## src/hw/rtl/sgt_pkg.sv

```systemverilog
// ---------------------------------------------------------------------------
// Sequence gap tracker package
// Table sizing, sequencer states and the control and status bundles that
// pass between the sequencer and the datapath.
// ---------------------------------------------------------------------------
package sgt_pkg;

   localparam int TABLE_ENTRIES = 16;
   localparam int IDX_W         = (TABLE_ENTRIES > 1) ? $clog2(TABLE_ENTRIES) : 1;
   localparam int CNT_W         = $clog2(TABLE_ENTRIES + 1);
   localparam int DATA_W        = 32;
   localparam int ENTRY_W       = 2 * DATA_W;

   typedef enum logic [1:0] {
      ST_IDLE,
      ST_SCAN,
      ST_UPDATE
   } sgt_state_type;

   // Sequencer commands to the datapath.
   typedef struct packed {
      logic             capture;
      logic             ram_re;
      logic             ram_we;
      logic [IDX_W-1:0] ram_addr;
      logic             load_out;
      logic             hit;
      logic             full;
   } sgt_ctrl_type;

   // Datapath status back to the sequencer.
   typedef struct packed {
      logic match;
      logic out_free;
   } sgt_status_type;

endpackage

```

## src/hw/rtl/sampler_sequence_gap_tracker.sv

```systemverilog
// ---------------------------------------------------------------------------
// Sampler sequence gap tracker
// Per-sampler table of last sequence numbers with drop counting.
// ---------------------------------------------------------------------------
// Each request transaction names a sampler and its sequence number, and
// gives exactly one response transaction: the number of samples missed
// since that sampler's previous packet (new minus last minus one, modulo
// 2^32), or zero with new_sampler set when the sampler was not yet known.
// A new sampler takes the next free table entry; once all TABLE_ENTRIES
// entries are taken, further new samplers are reported with table_full set
// and are not stored. Entries are freed only by reset, which needs no
// clearing pass. The table RAM has one port; the scan reads one stored
// entry per cycle up to the first match, then the update waits until the
// output register is free. The block takes no new request while one is
// in progress; a finished response waits in its output register and a
// new request may be accepted meanwhile.
module sampler_sequence_gap_tracker (
   input  logic                      clock,
   input  logic                      reset,
   input  logic                      req_valid,
   output logic                      req_ready,
   input  logic [sgt_pkg::DATA_W-1:0] req_sampler_id,
   input  logic [sgt_pkg::DATA_W-1:0] req_seq_number,
   output logic                      rsp_valid,
   input  logic                      rsp_ready,
   output logic [sgt_pkg::DATA_W-1:0] rsp_dropped_count,
   output logic                      rsp_new_sampler,
   output logic                      rsp_table_full
);
   import sgt_pkg::*;

   sgt_ctrl_type      ctrl;
   sgt_status_type    status;
   logic [DATA_W-1:0] id_ff;
   logic [DATA_W-1:0] seq_ff;
   logic [ENTRY_W-1:0] ram_rdata;
   logic [DATA_W-1:0] dropped;
   logic              rsp_valid_ff, rsp_valid_in;
   logic [DATA_W-1:0] dropped_ff;
   logic              new_ff;
   logic              full_ff;

   sgt_ctrl u_ctrl (
      .clock     (clock),
      .reset     (reset),
      .req_valid (req_valid),
      .req_ready (req_ready),
      .status    (status),
      .ctrl      (ctrl)
   );

   // Entry layout: sampler identifier in the upper half, last sequence below.
   sgt_ram #(
      .WIDTH (ENTRY_W),
      .DEPTH (TABLE_ENTRIES)
   ) u_table (
      .clock (clock),
      .we    (ctrl.ram_we),
      .re    (ctrl.ram_re),
      .addr  (ctrl.ram_addr),
      .wdata ({id_ff, seq_ff}),
      .rdata (ram_rdata)
   );

   always_ff @(posedge clock) begin
      if (ctrl.capture) begin
         id_ff  <= req_sampler_id;
         seq_ff <= req_seq_number;
      end
   end

   // The read data still holds the matching entry during the update cycle.
   assign status.match    = (ram_rdata[ENTRY_W-1:DATA_W] == id_ff);
   assign status.out_free = !rsp_valid_ff || rsp_ready;
   assign dropped         = seq_ff - ram_rdata[DATA_W-1:0] - DATA_W'(1);

   always_comb begin
      rsp_valid_in = rsp_valid_ff && !rsp_ready;
      if (ctrl.load_out) begin
         rsp_valid_in = 1'b1;
      end
   end

   always_ff @(posedge clock) begin
      if (reset) begin
         rsp_valid_ff <= 1'b0;
      end else begin
         rsp_valid_ff <= rsp_valid_in;
      end
   end

   always_ff @(posedge clock) begin
      if (ctrl.load_out) begin
         dropped_ff <= ctrl.hit ? dropped : '0;
         new_ff     <= !ctrl.hit;
         full_ff    <= !ctrl.hit && ctrl.full;
      end
   end

   assign rsp_valid         = rsp_valid_ff;
   assign rsp_dropped_count = dropped_ff;
   assign rsp_new_sampler   = new_ff;
   assign rsp_table_full    = full_ff;

endmodule

```

## src/hw/rtl/sgt_ram.sv

```systemverilog
// ---------------------------------------------------------------------------
// Generic single-port RAM
// One read or write per cycle, registered read data.
// ---------------------------------------------------------------------------
module sgt_ram #(
   parameter int WIDTH = 64,
   parameter int DEPTH = 16
) (
   input  logic                                     clock,
   input  logic                                     we,
   input  logic                                     re,
   input  logic [((DEPTH > 1) ? $clog2(DEPTH) : 1)-1:0] addr,
   input  logic [WIDTH-1:0]                         wdata,
   output logic [WIDTH-1:0]                         rdata
);

   logic [WIDTH-1:0] mem_ff [DEPTH];
   logic [WIDTH-1:0] rdata_ff;

   always_ff @(posedge clock) begin
      if (we) begin
         mem_ff[addr] <= wdata;
      end
      if (re) begin
         rdata_ff <= mem_ff[addr];
      end
   end

   assign rdata = rdata_ff;

endmodule

```

## src/hw/rtl/sgt_ctrl.sv

```systemverilog
// ---------------------------------------------------------------------------
// Sequence gap tracker sequencer
// Walks the filled part of the table one entry per cycle, tracks the fill
// count and steers the table update and the result load.
// ---------------------------------------------------------------------------
module sgt_ctrl (
   input  logic                   clock,
   input  logic                   reset,
   input  logic                   req_valid,
   output logic                   req_ready,
   input  sgt_pkg::sgt_status_type status,
   output sgt_pkg::sgt_ctrl_type   ctrl
);
   import sgt_pkg::*;

   sgt_state_type    state_ff, state_in;
   logic [CNT_W-1:0] fill_ff, fill_in;
   logic [CNT_W-1:0] scan_idx_ff, scan_idx_in;
   logic [IDX_W-1:0] cmp_idx_ff, cmp_idx_in;
   logic             pend_ff, pend_in;
   logic             hit_ff, hit_in;
   logic             issue;
   logic             found;
   logic             full;

   // Entries are only ever appended, so the valid ones form a prefix.
   assign full  = (fill_ff == CNT_W'(TABLE_ENTRIES));
   assign issue = (scan_idx_ff < fill_ff);
   assign found = pend_ff && status.match;

   always_ff @(posedge clock) begin
      if (reset) begin
         state_ff    <= ST_IDLE;
         fill_ff     <= '0;
         scan_idx_ff <= '0;
         cmp_idx_ff  <= '0;
         pend_ff     <= 1'b0;
         hit_ff      <= 1'b0;
      end else begin
         state_ff    <= state_in;
         fill_ff     <= fill_in;
         scan_idx_ff <= scan_idx_in;
         cmp_idx_ff  <= cmp_idx_in;
         pend_ff     <= pend_in;
         hit_ff      <= hit_in;
      end
   end

   always_comb begin
      state_in      = state_ff;
      fill_in       = fill_ff;
      scan_idx_in   = scan_idx_ff;
      cmp_idx_in    = cmp_idx_ff;
      pend_in       = pend_ff;
      hit_in        = hit_ff;
      req_ready     = 1'b0;
      ctrl.capture  = 1'b0;
      ctrl.ram_re   = 1'b0;
      ctrl.ram_we   = 1'b0;
      ctrl.ram_addr = scan_idx_ff[IDX_W-1:0];
      ctrl.load_out = 1'b0;
      ctrl.hit      = hit_ff;
      ctrl.full     = full;

      case (state_ff)
         ST_IDLE: begin
            req_ready = 1'b1;
            if (req_valid) begin
               ctrl.capture = 1'b1;
               scan_idx_in  = '0;
               pend_in      = 1'b0;
               hit_in       = 1'b0;
               state_in     = ST_SCAN;
            end
         end
         ST_SCAN: begin
            // The read issued here is compared in the following cycle.
            if (found) begin
               hit_in   = 1'b1;
               pend_in  = 1'b0;
               state_in = ST_UPDATE;
            end else if (!issue) begin
               pend_in  = 1'b0;
               state_in = ST_UPDATE;
            end else begin
               ctrl.ram_re = 1'b1;
               cmp_idx_in  = scan_idx_ff[IDX_W-1:0];
               scan_idx_in = scan_idx_ff + 1'b1;
               pend_in     = 1'b1;
            end
         end
         ST_UPDATE: begin
            ctrl.ram_addr = hit_ff ? cmp_idx_ff : fill_ff[IDX_W-1:0];
            if (status.out_free) begin
               ctrl.load_out = 1'b1;
               ctrl.ram_we   = hit_ff || !full;
               if (!hit_ff && !full) begin
                  fill_in = fill_ff + 1'b1;
               end
               state_in = ST_IDLE;
            end
         end
         default: begin
            state_in = ST_IDLE;
         end
      endcase
   end

endmodule

```

## config.mk

```make
export PLATFORM = sky130hd
export DESIGN_NAME = sampler_sequence_gap_tracker
export DESIGN_NICKNAME = d
export VERILOG_FILES = /design/src/hw/rtl/sgt_pkg.sv /design/src/hw/rtl/sampler_sequence_gap_tracker.sv /design/src/hw/rtl/sgt_ram.sv /design/src/hw/rtl/sgt_ctrl.sv
export SDC_FILE = /design/constraint.sdc
export NUM_CORES = 1
export LEC_CHECK = 0
export ABC_CLOCK_PERIOD_IN_PS = 12900
export BUFFER_PORTS_ARGS = -buffer_cell sky130_fd_sc_hd__buf_2
export CELL_PAD_IN_SITES_DETAIL_PLACEMENT = 0
export CELL_PAD_IN_SITES_GLOBAL_PLACEMENT = 1
export CORE_MARGIN = 10
export CORE_UTILIZATION = 55
export CTS_BUF_LIST = sky130_fd_sc_hd__clkbuf_8
export DETAILED_ROUTE_END_ITERATION = 10
export MAX_ROUTING_LAYER = met4
export PLACE_DENSITY_LB_ADDON = 0.05
export SLEW_MARGIN = 25
export SYNTH_ARGS = -nofsm -noshare
export SYNTH_HDL_FRONTEND = slang
export SYNTH_HIERARCHICAL = 1
export SYNTH_SLANG_ARGS = --single-unit
```

## constraint.sdc

```tcl
create_clock -name clock -period 12.9 [get_ports clock]
set_clock_uncertainty 0.05 [all_clocks]
set_input_delay 1.935 -clock clock [delete_from_list [all_inputs] [get_ports clock]]
set_output_delay 1.935 -clock clock [all_outputs]
set_load 0.1 [all_outputs]
```

==> impl_metrics.json, run 1 <==
{
  "numPortBuffers": 103,
  "cts.sinks": 1205,
  "crit_slowest_cell": "buf_4",
  "setup-tns-final_ns": 0,
  "place_area_um2": 48700,
  "slowest_delay_ns": 0.94,
  "routed_wl_um": 105000,
  "status": "completed",
  "worst-slew-pin-transition_ns": 1.12,
  "slew_violations": 0,
  "drt_iter0_drc": 2065,
  "yosysMostFrequentCell": "edfxtp_1",
  "gr-total-overflow": 0,
  "netlist.area_leader.share_pct": 76.3,
  "synth_area_um2": 46700,
  "post_cts_resized": 0,
  "drive_above_1_share_pct": 25.2,
  "ys_top_cells_by_count": "edfxtp_1, mux4_2, a22oi_1, nand2_1, nor2_1",
  "netlist_top_cells_area": "edfxtp_1, mux4_2, a22oi_1, ha_1, nand2_1",
  "h-tree-depth": 4,
  "cp_max_fo": 55,
  "worstReg2RegStart": "u_ctrl/state_ff[0]",
  "vdd.ir_drop.worst_uv": 95.5,
  "dieArea_um2": 96900,
  "yosysUniqueCellTypes": 73,
  "postCtsHoldBufs": 0,
  "ios": 104,
  "async_reset_ff_share_pct": 0,
  "grt_pass1_wl_um": 157000,
  "ys_seq_area_share_pct": 77.1,
  "grt_usage_pct": 22.4,
  "initial_core_util_pct": 55.6,
  "core_region_area_um2": 84000,
  "setup_viol": 0,
  "preCtsSetupSlack_ns": 7.14,
  "path_buf_inv": 2,
  "cts_setup_buffers": 0,
  "synthCells": 2259,
  "cts_tree": "yes",
  "fin_nets": 2603,
  "netSwitchingPower_mw": 1.62,
  "synthFlopType": "edfxtp_1",
  "seqPwrFrac_pct": 58.9,
  "cp-end-kind": "flop",
  "syn-num-nets": 2366,
  "crit_family": "simple AND/OR/NAND/NOR gates",
  "hold_path_class": "reg2reg",
  "startpoint_type": "input port",
  "fin_ws_ns": 8.06,
  "drc": 0,
  "vias": 23000,
  "ctsRootBufferMaster": "clkbuf_8",
  "period_share_pct": 37.6,
  "power.share.clock_pct": 38.2,
  "yosysTopAreaCell": "edfxtp_1",
  "worstPathRequired_ns": 13.28,
  "rows": 106,
  "fill_cells": 5951,
  "p_leak_nw": 16.6,
  "final_cell_area_um2": 52100,
  "final_antenna_net_count": 0,
  "dpl.hpwl_um": 56300,
  "timing.fmax_ghz": 0.206,
  "clk_latency_ns": 0.83,
  "wl_per_cell_um": 27.7,
  "sw_frac_of_total_pct": 21.7,
  "hold_viol_final": 0,
  "critical_path_arrival_ns": 5.22,
  "firstDrtPassIters": 5,
  "fin_crit_ns": 4.84,
  "slew_headroom_pct": 25.3,
  "cts_buffers": 188,
  "worstSetupPathType": "in2reg",
  "synth_edf_count": 1186,
  "crit_start": "rsp_ready",
  "rsz0062_at_grt": "false",
  "powerDensity_nw_per_um2": 144,
  "grt_max_degree": 141,
  "viasPerCell": 6.08,
  "grt_antenna_before_repair": 5,
  "clkTransAtPathRegs_ns": 0.06,
  "die_x_um": 311,
  "synth_area_per_cell_um2": 20.7,
  "gp_congestion": 0.835,
  "die_h_um": 311,
  "internal_power_mw": 5.85,
  "clockBufferDepth": 3,
  "ys_ff_latch": 1205,
  "ys.warnings.count": 6,
  "comb_power_share_pct": 2.8,
  "first_global_vias": 24100,
  "worstHoldStart": "u_ctrl/pend_ff",
  "synthToLayoutAreaGrowth_pct": 11.5,
  "maxCapViolCount": 0,
  "path_cells": "buf_2, nand2b_1, nand3b_1, a21oi_1, or3b_2, nor3_2, buf_4"
}
-- worst paths after layout --
check	endpoint	slack, ns	cells past startpoint
setup / recovery	u_table/mem_ff[0][40]	8.06	7
hold / removal	u_ctrl/pend_ff	0.42	2
setup reg to reg	u_table/mem_ff[10][51]	8.35	7
hold reg to reg	u_ctrl/pend_ff	0.42	2
-- routing by layer --
metal / GRT usage [%] / part of all wire, %
met5: - / 0
met4: 6.37 / 2.0
met3: 3.68 / 6.1
met2: 35.9 / 50
met1: 29.7 / 42
-- cell usage in the layout, fill, tap and decap left out, drive strengths merged, types with 4 or more instances in the layout --
cell type	n
a211oi	4
a21o	5
a21oi	45
a22oi	130
a31oi	7
and2	5
and3	6
buf	150
clkbuf	191
clkinv	70
clkinvlp	8
dfxtp	19
edfxtp	1186
ha	38
inv	120
mux2i	16
mux4	256
nand2	113
nand2b	16
nand3	17
nand3b	4
nand4	14
nor2	59
nor2b	6
nor3	17
nor4	11
o211ai	5
o21a	8
o21ai	31
or3	4
xnor2	15
xor2	38
-- state kept, by name, indices dropped and copies added, names as in the netlist --
register,cells
seq_ff,32
u_ctrl/scan_idx_ff,5
u_ctrl/state_ff,2
u_ctrl/fill_ff,5
u_ctrl/cmp_idx_ff,4
rsp_valid,1
rsp_dropped_count,32
rsp_new_sampler,1
u_ctrl/pend_ff,1
u_ctrl/hit_ff,1
rsp_table_full,1
id_ff,32
u_table/rdata,64
u_table/mem_ff,1024
-- worst reg2reg max path: cells and delay by family, from the launching register on --
| kind | cells | cell delay (ns) |
|---|---|---|
| AND/OR/NAND/NOR | 4 | 2.29 |
| flip-flops | 1 | 0.38 |
| buffers and inverters | 2 | 1.34 |
| AO/OA/AOI/OAI | 1 | 0.10 |
-- layout make-up --
type / instances / area (µm²) / share of cell area [%]
Timing Repair Buffer: 150 / 916 / 1.76
Clock inverter: 151 / 729 / 1.40
Inverter: 50 / 191 / 0.368
Clock buffer: 191 / 2630 / 5.05
Sequential cell: 1205 / 36000 / 69.1
Tap cell: 1134 / 1420 / 2.73
Multi-Input combinational cell: 901 / 10200 / 19.5
Antenna cell: 2 / 5.00 / 0.00961
-- cells by family (layout without fill, tap and decap cells) --
kind of cell	after synthesis	after routing	share of synthesized area [%]
compound gates	256	256	3.85
simple gates	281	281	2.86
fa+ha+maj	39	39	1.06
other cells	0	2	0
xor+xnor	53	53	0.994
mux	272	272	12.7
buf+inv	153	542	1.43
flops	1205	1205	77.1
-- power by group through the flow --
| stage | clock, mW | combinational [mW] | sequential, mW |
|---|---|---|---|
| final | 2.86 | 0.210 | 4.40 |
| after global routing | 3.12 | 0.228 | 4.41 |
| after CTS | 2.94 | 0.213 | 4.41 |
| after detailed placement | 0 | 0.213 | 4.49 |
| after global placement | 0 | 0.211 | 4.48 |
| after floorplan | 0 | 0.118 | 4.48 |
-- stage by stage --
step / power, mW / utilization [%] / instances / hold slack, ns
after floorplan: 4.60 / - / 2259 / 0.398
after global placement: 4.69 / 58.0 / 3440 / 0.408
after detailed placement: 4.70 / 58.0 / 3440 / 0.413
after CTS: 7.56 / 62.0 / 3782 / 0.421
after global routing: 7.76 / 62.0 / 3784 / 0.441
final: 7.47 / 62.0 / 3784 / 0.421
Note: power is estimated with default switching activity, not from simulation.
==> run 2: changes to the inputs <==
--- a/config.mk
+++ b/config.mk
@@ -5,12 +5,13 @@
 export SDC_FILE = /design/constraint.sdc
 export NUM_CORES = 1
 export LEC_CHECK = 0
-export ABC_CLOCK_PERIOD_IN_PS = 12900
+export ABC_AREA = 1
+export ABC_CLOCK_PERIOD_IN_PS = 4360
 export BUFFER_PORTS_ARGS = -buffer_cell sky130_fd_sc_hd__buf_2
 export CELL_PAD_IN_SITES_DETAIL_PLACEMENT = 0
 export CELL_PAD_IN_SITES_GLOBAL_PLACEMENT = 1
 export CORE_MARGIN = 10
-export CORE_UTILIZATION = 55
+export CORE_UTILIZATION = 47
 export CTS_BUF_LIST = sky130_fd_sc_hd__clkbuf_8
 export DETAILED_ROUTE_END_ITERATION = 10
 export MAX_ROUTING_LAYER = met4
==> constraint.sdc (replaced) <==
create_clock -name clock -period 4.36 [get_ports clock]
set_clock_uncertainty 0.05 [all_clocks]
set_input_delay 0.654 -clock clock [delete_from_list [all_inputs] [get_ports clock]]
set_output_delay 0.654 -clock clock [all_outputs]
set_load 0.1 [all_outputs]
==> impl_metrics.json, run 2 <==
{
  "synth_area_per_cell_um2": 10.2,
  "preCtsSetupSlack_ns": 0.948,
  "synthToLayoutAreaGrowth_pct": 12.9,
  "synth_edf_count": 1186,
  "p_leak_nw": 24.8,
  "setup_viol": 0,
  "ys_ff_latch": 1205,
  "largest_reg_flops": 1024,
  "cp-end-kind": "flop",
  "async_reset_ff_share_pct": 0,
  "ios": 104,
  "dieArea_um2": 124000,
  "core_region_area_um2": 109000,
  "worstPathRequired_ns": 5.03,
  "grt_antenna_before_repair": 3,
  "grt_pass1_wl_um": 207000,
  "startpoint_type": "flop",
  "ys_seq_area_share_pct": 69.3,
  "regMostFlops": "u_table/mem_ff",
  "drive_above_1_share_pct": 9.51,
  "fin_ws_ns": 0.969,
  "routed_wl_um": 137000,
  "status": "completed",
  "viasPerCell": 4.92,
  "p_total_mw": 33.2,
  "grt_usage_pct": 22.4,
  "cts.sinks": 1205,
  "yosysMostFrequentCell": "nand2_1",
  "rows": 121,
  "fin_nets": 5436,
  "dpl.cell_count": 6536,
  "final_antenna_net_count": 0,
  "gr-total-overflow": 0,
  "period_share_pct": 77.8,
  "dpl.hpwl_um": 70500,
  "fin_crit_ns": 3.39,
  "first_global_vias": 33500,
  "cts_tree": "yes",
  "netlist.area_leader.share_pct": 68.6,
  "grt_max_degree": 158,
  "timing.fmax_ghz": 0.295,
  "ys.warnings.count": 6,
  "drt_iter0_drc": 2297,
  "layout_common_cells": "nand2_1, edfxtp_1, inv_1, clkbuf_8, buf_2",
  "yosysTopAreaCell": "edfxtp_1",
  "worst-slew-pin-transition_ns": 1.07,
  "post_cts_resized": 0,
  "cts_buffers": 202,
  "clockBufferDepth": 3,
  "slew_violations": 0,
  "slew_headroom_pct": 28.7,
  "synthCells": 5091,
  "vias": 34300,
  "rsz0062_at_grt": "false",
  "hold_viol_final": 0,
  "synthFlopType": "edfxtp_1",
  "clkTransAtPathRegs_ns": 0.06,
  "gp_congestion": 0.833,
  "fill_cells": 9955,
  "firstDrtPassIters": 5,
  "syn-num-nets": 5198,
  "die_x_um": 352,
  "die_h_um": 352,
  "vdd.ir_drop.worst_uv": 487,
  "ys_top_cells_by_count": "nand2_1, edfxtp_1, inv_1, buf_2, nor2_1",
  "maxCapViolCount": 0,
  "h-tree-depth": 4,
  "initial_core_util_pct": 47.5,
  "final_cells": 6965,
  "yosysUniqueCellTypes": 42,
  "synth_area_um2": 51900,
  "clk_latency_ns": 0.87,
  "netlist_top_cells_area": "edfxtp_1, nand2_1, inv_1, buf_2, ha_1",
  "critical_path_arrival_ns": 4.06,
  "powerDensity_nw_per_um2": 566,
  "post-route-util_pct": 53.6,
  "numPortBuffers": 103,
  "hold_path_class": "in2reg",
  "worstSetupPathType": "reg2reg",
  "drc": 0,
  "cp_max_fo": 107,
  "wl_per_cell_um": 19.7,
  "final_common_cell": "nand2_1",
  "ctsRootBufferMaster": "clkbuf_8"
}
## run 2: final timing paths
kind	endpoint	slack, ns	start	cells past startpoint
worst max register to register	u_table/rdata[40]	0.97	u_ctrl/state_ff[0]	14
worst min register to register	u_ctrl/cmp_idx_ff[2]	0.42	u_ctrl/cmp_idx_ff[2]	2
worst min-delay path	u_ctrl/state_ff[0]	0.07	reset	2
worst max-delay path	u_table/rdata[40]	0.97	u_ctrl/state_ff[0]	14
## run 2: per-layer routing
| metal | global-route usage [%] | routed length (µm) | up-vias |
|---|---|---|---|
| li1 | - | - | 16900 |
| met1 | 29.4 | 62400 | 16500 |
| met2 | 36.6 | 65800 | 758 |
| met3 | 3.19 | 6070 | 206 |
| met4 | 5.61 | 2700 | 0 |
| met5 | - | 0 | - |
## run 2: final cells by class
cell class | instances | area [µm²] | area share, %
multi-input cells | 3373 | 13900 | 23.7
inverters | 310 | 1190 | 2.02
well taps | 1476 | 1850 | 3.15
clock inverters | 157 | 767 | 1.31
clock buffers | 205 | 2820 | 4.81
flip-flops and latches | 1205 | 36000 | 61.4
repair buffers | 237 | 2120 | 3.62
diodes | 2 | 5.00 | 0.00854
## run 2: power by group
| part | switching (mW) | internal, mW |
|---|---|---|
| registers | 0.579 | 13.9 |
| logic | 7.06 | 2.59 |
| clock network | 4.50 | 4.54 |
## run 2: kinds of logic (layout without fill, tap and decap cells)
kind of cell             Yosys count  after routing  synth area share (%)
flip-flops                      1205           1205                  69.3
AND/OR/NAND/NOR                 3212           3212                  24.0
buffers and inverters            513            909                  4.27
other                              0              2                     0
AO/OA/AOI/OAI                     86             86                 0.896
XOR/XNOR                          36             36                 0.607
adder cells (fa/ha/maj)           39             39                 0.954
## run 2: critical path, cell delays in order (launching register included)
cell	delay, ns
dfxtp_1	0.40
inv_1	0.07
nand2_2	0.13
inv_2	0.12
o21ai_4	0.46
buf_12	0.53
buf_4	0.74
nand2_1	0.12
nand2_1	0.12
nand2_1	0.05
nand2_1	0.11
nand2_1	0.05
nand2_1	0.08
inv_1	0.03
nand2_1	0.05
## run 2: metrics by stage
step,setup TNS [ns],instance area [µm²],hold slack [ns]
global route,0,58600,0.0348
CTS,0,58600,0.00110
detailed placement,0,54400,0.407
floorplan,-324.41,51900,0.392
global placement,0,54400,0.409
finish,0,58600,0.0747
## run 2: repair_timing
item,4_1_cts,5_1_grt
buffers inserted,0,0
hold endpoints to repair,64,0
hold buffers,64,0
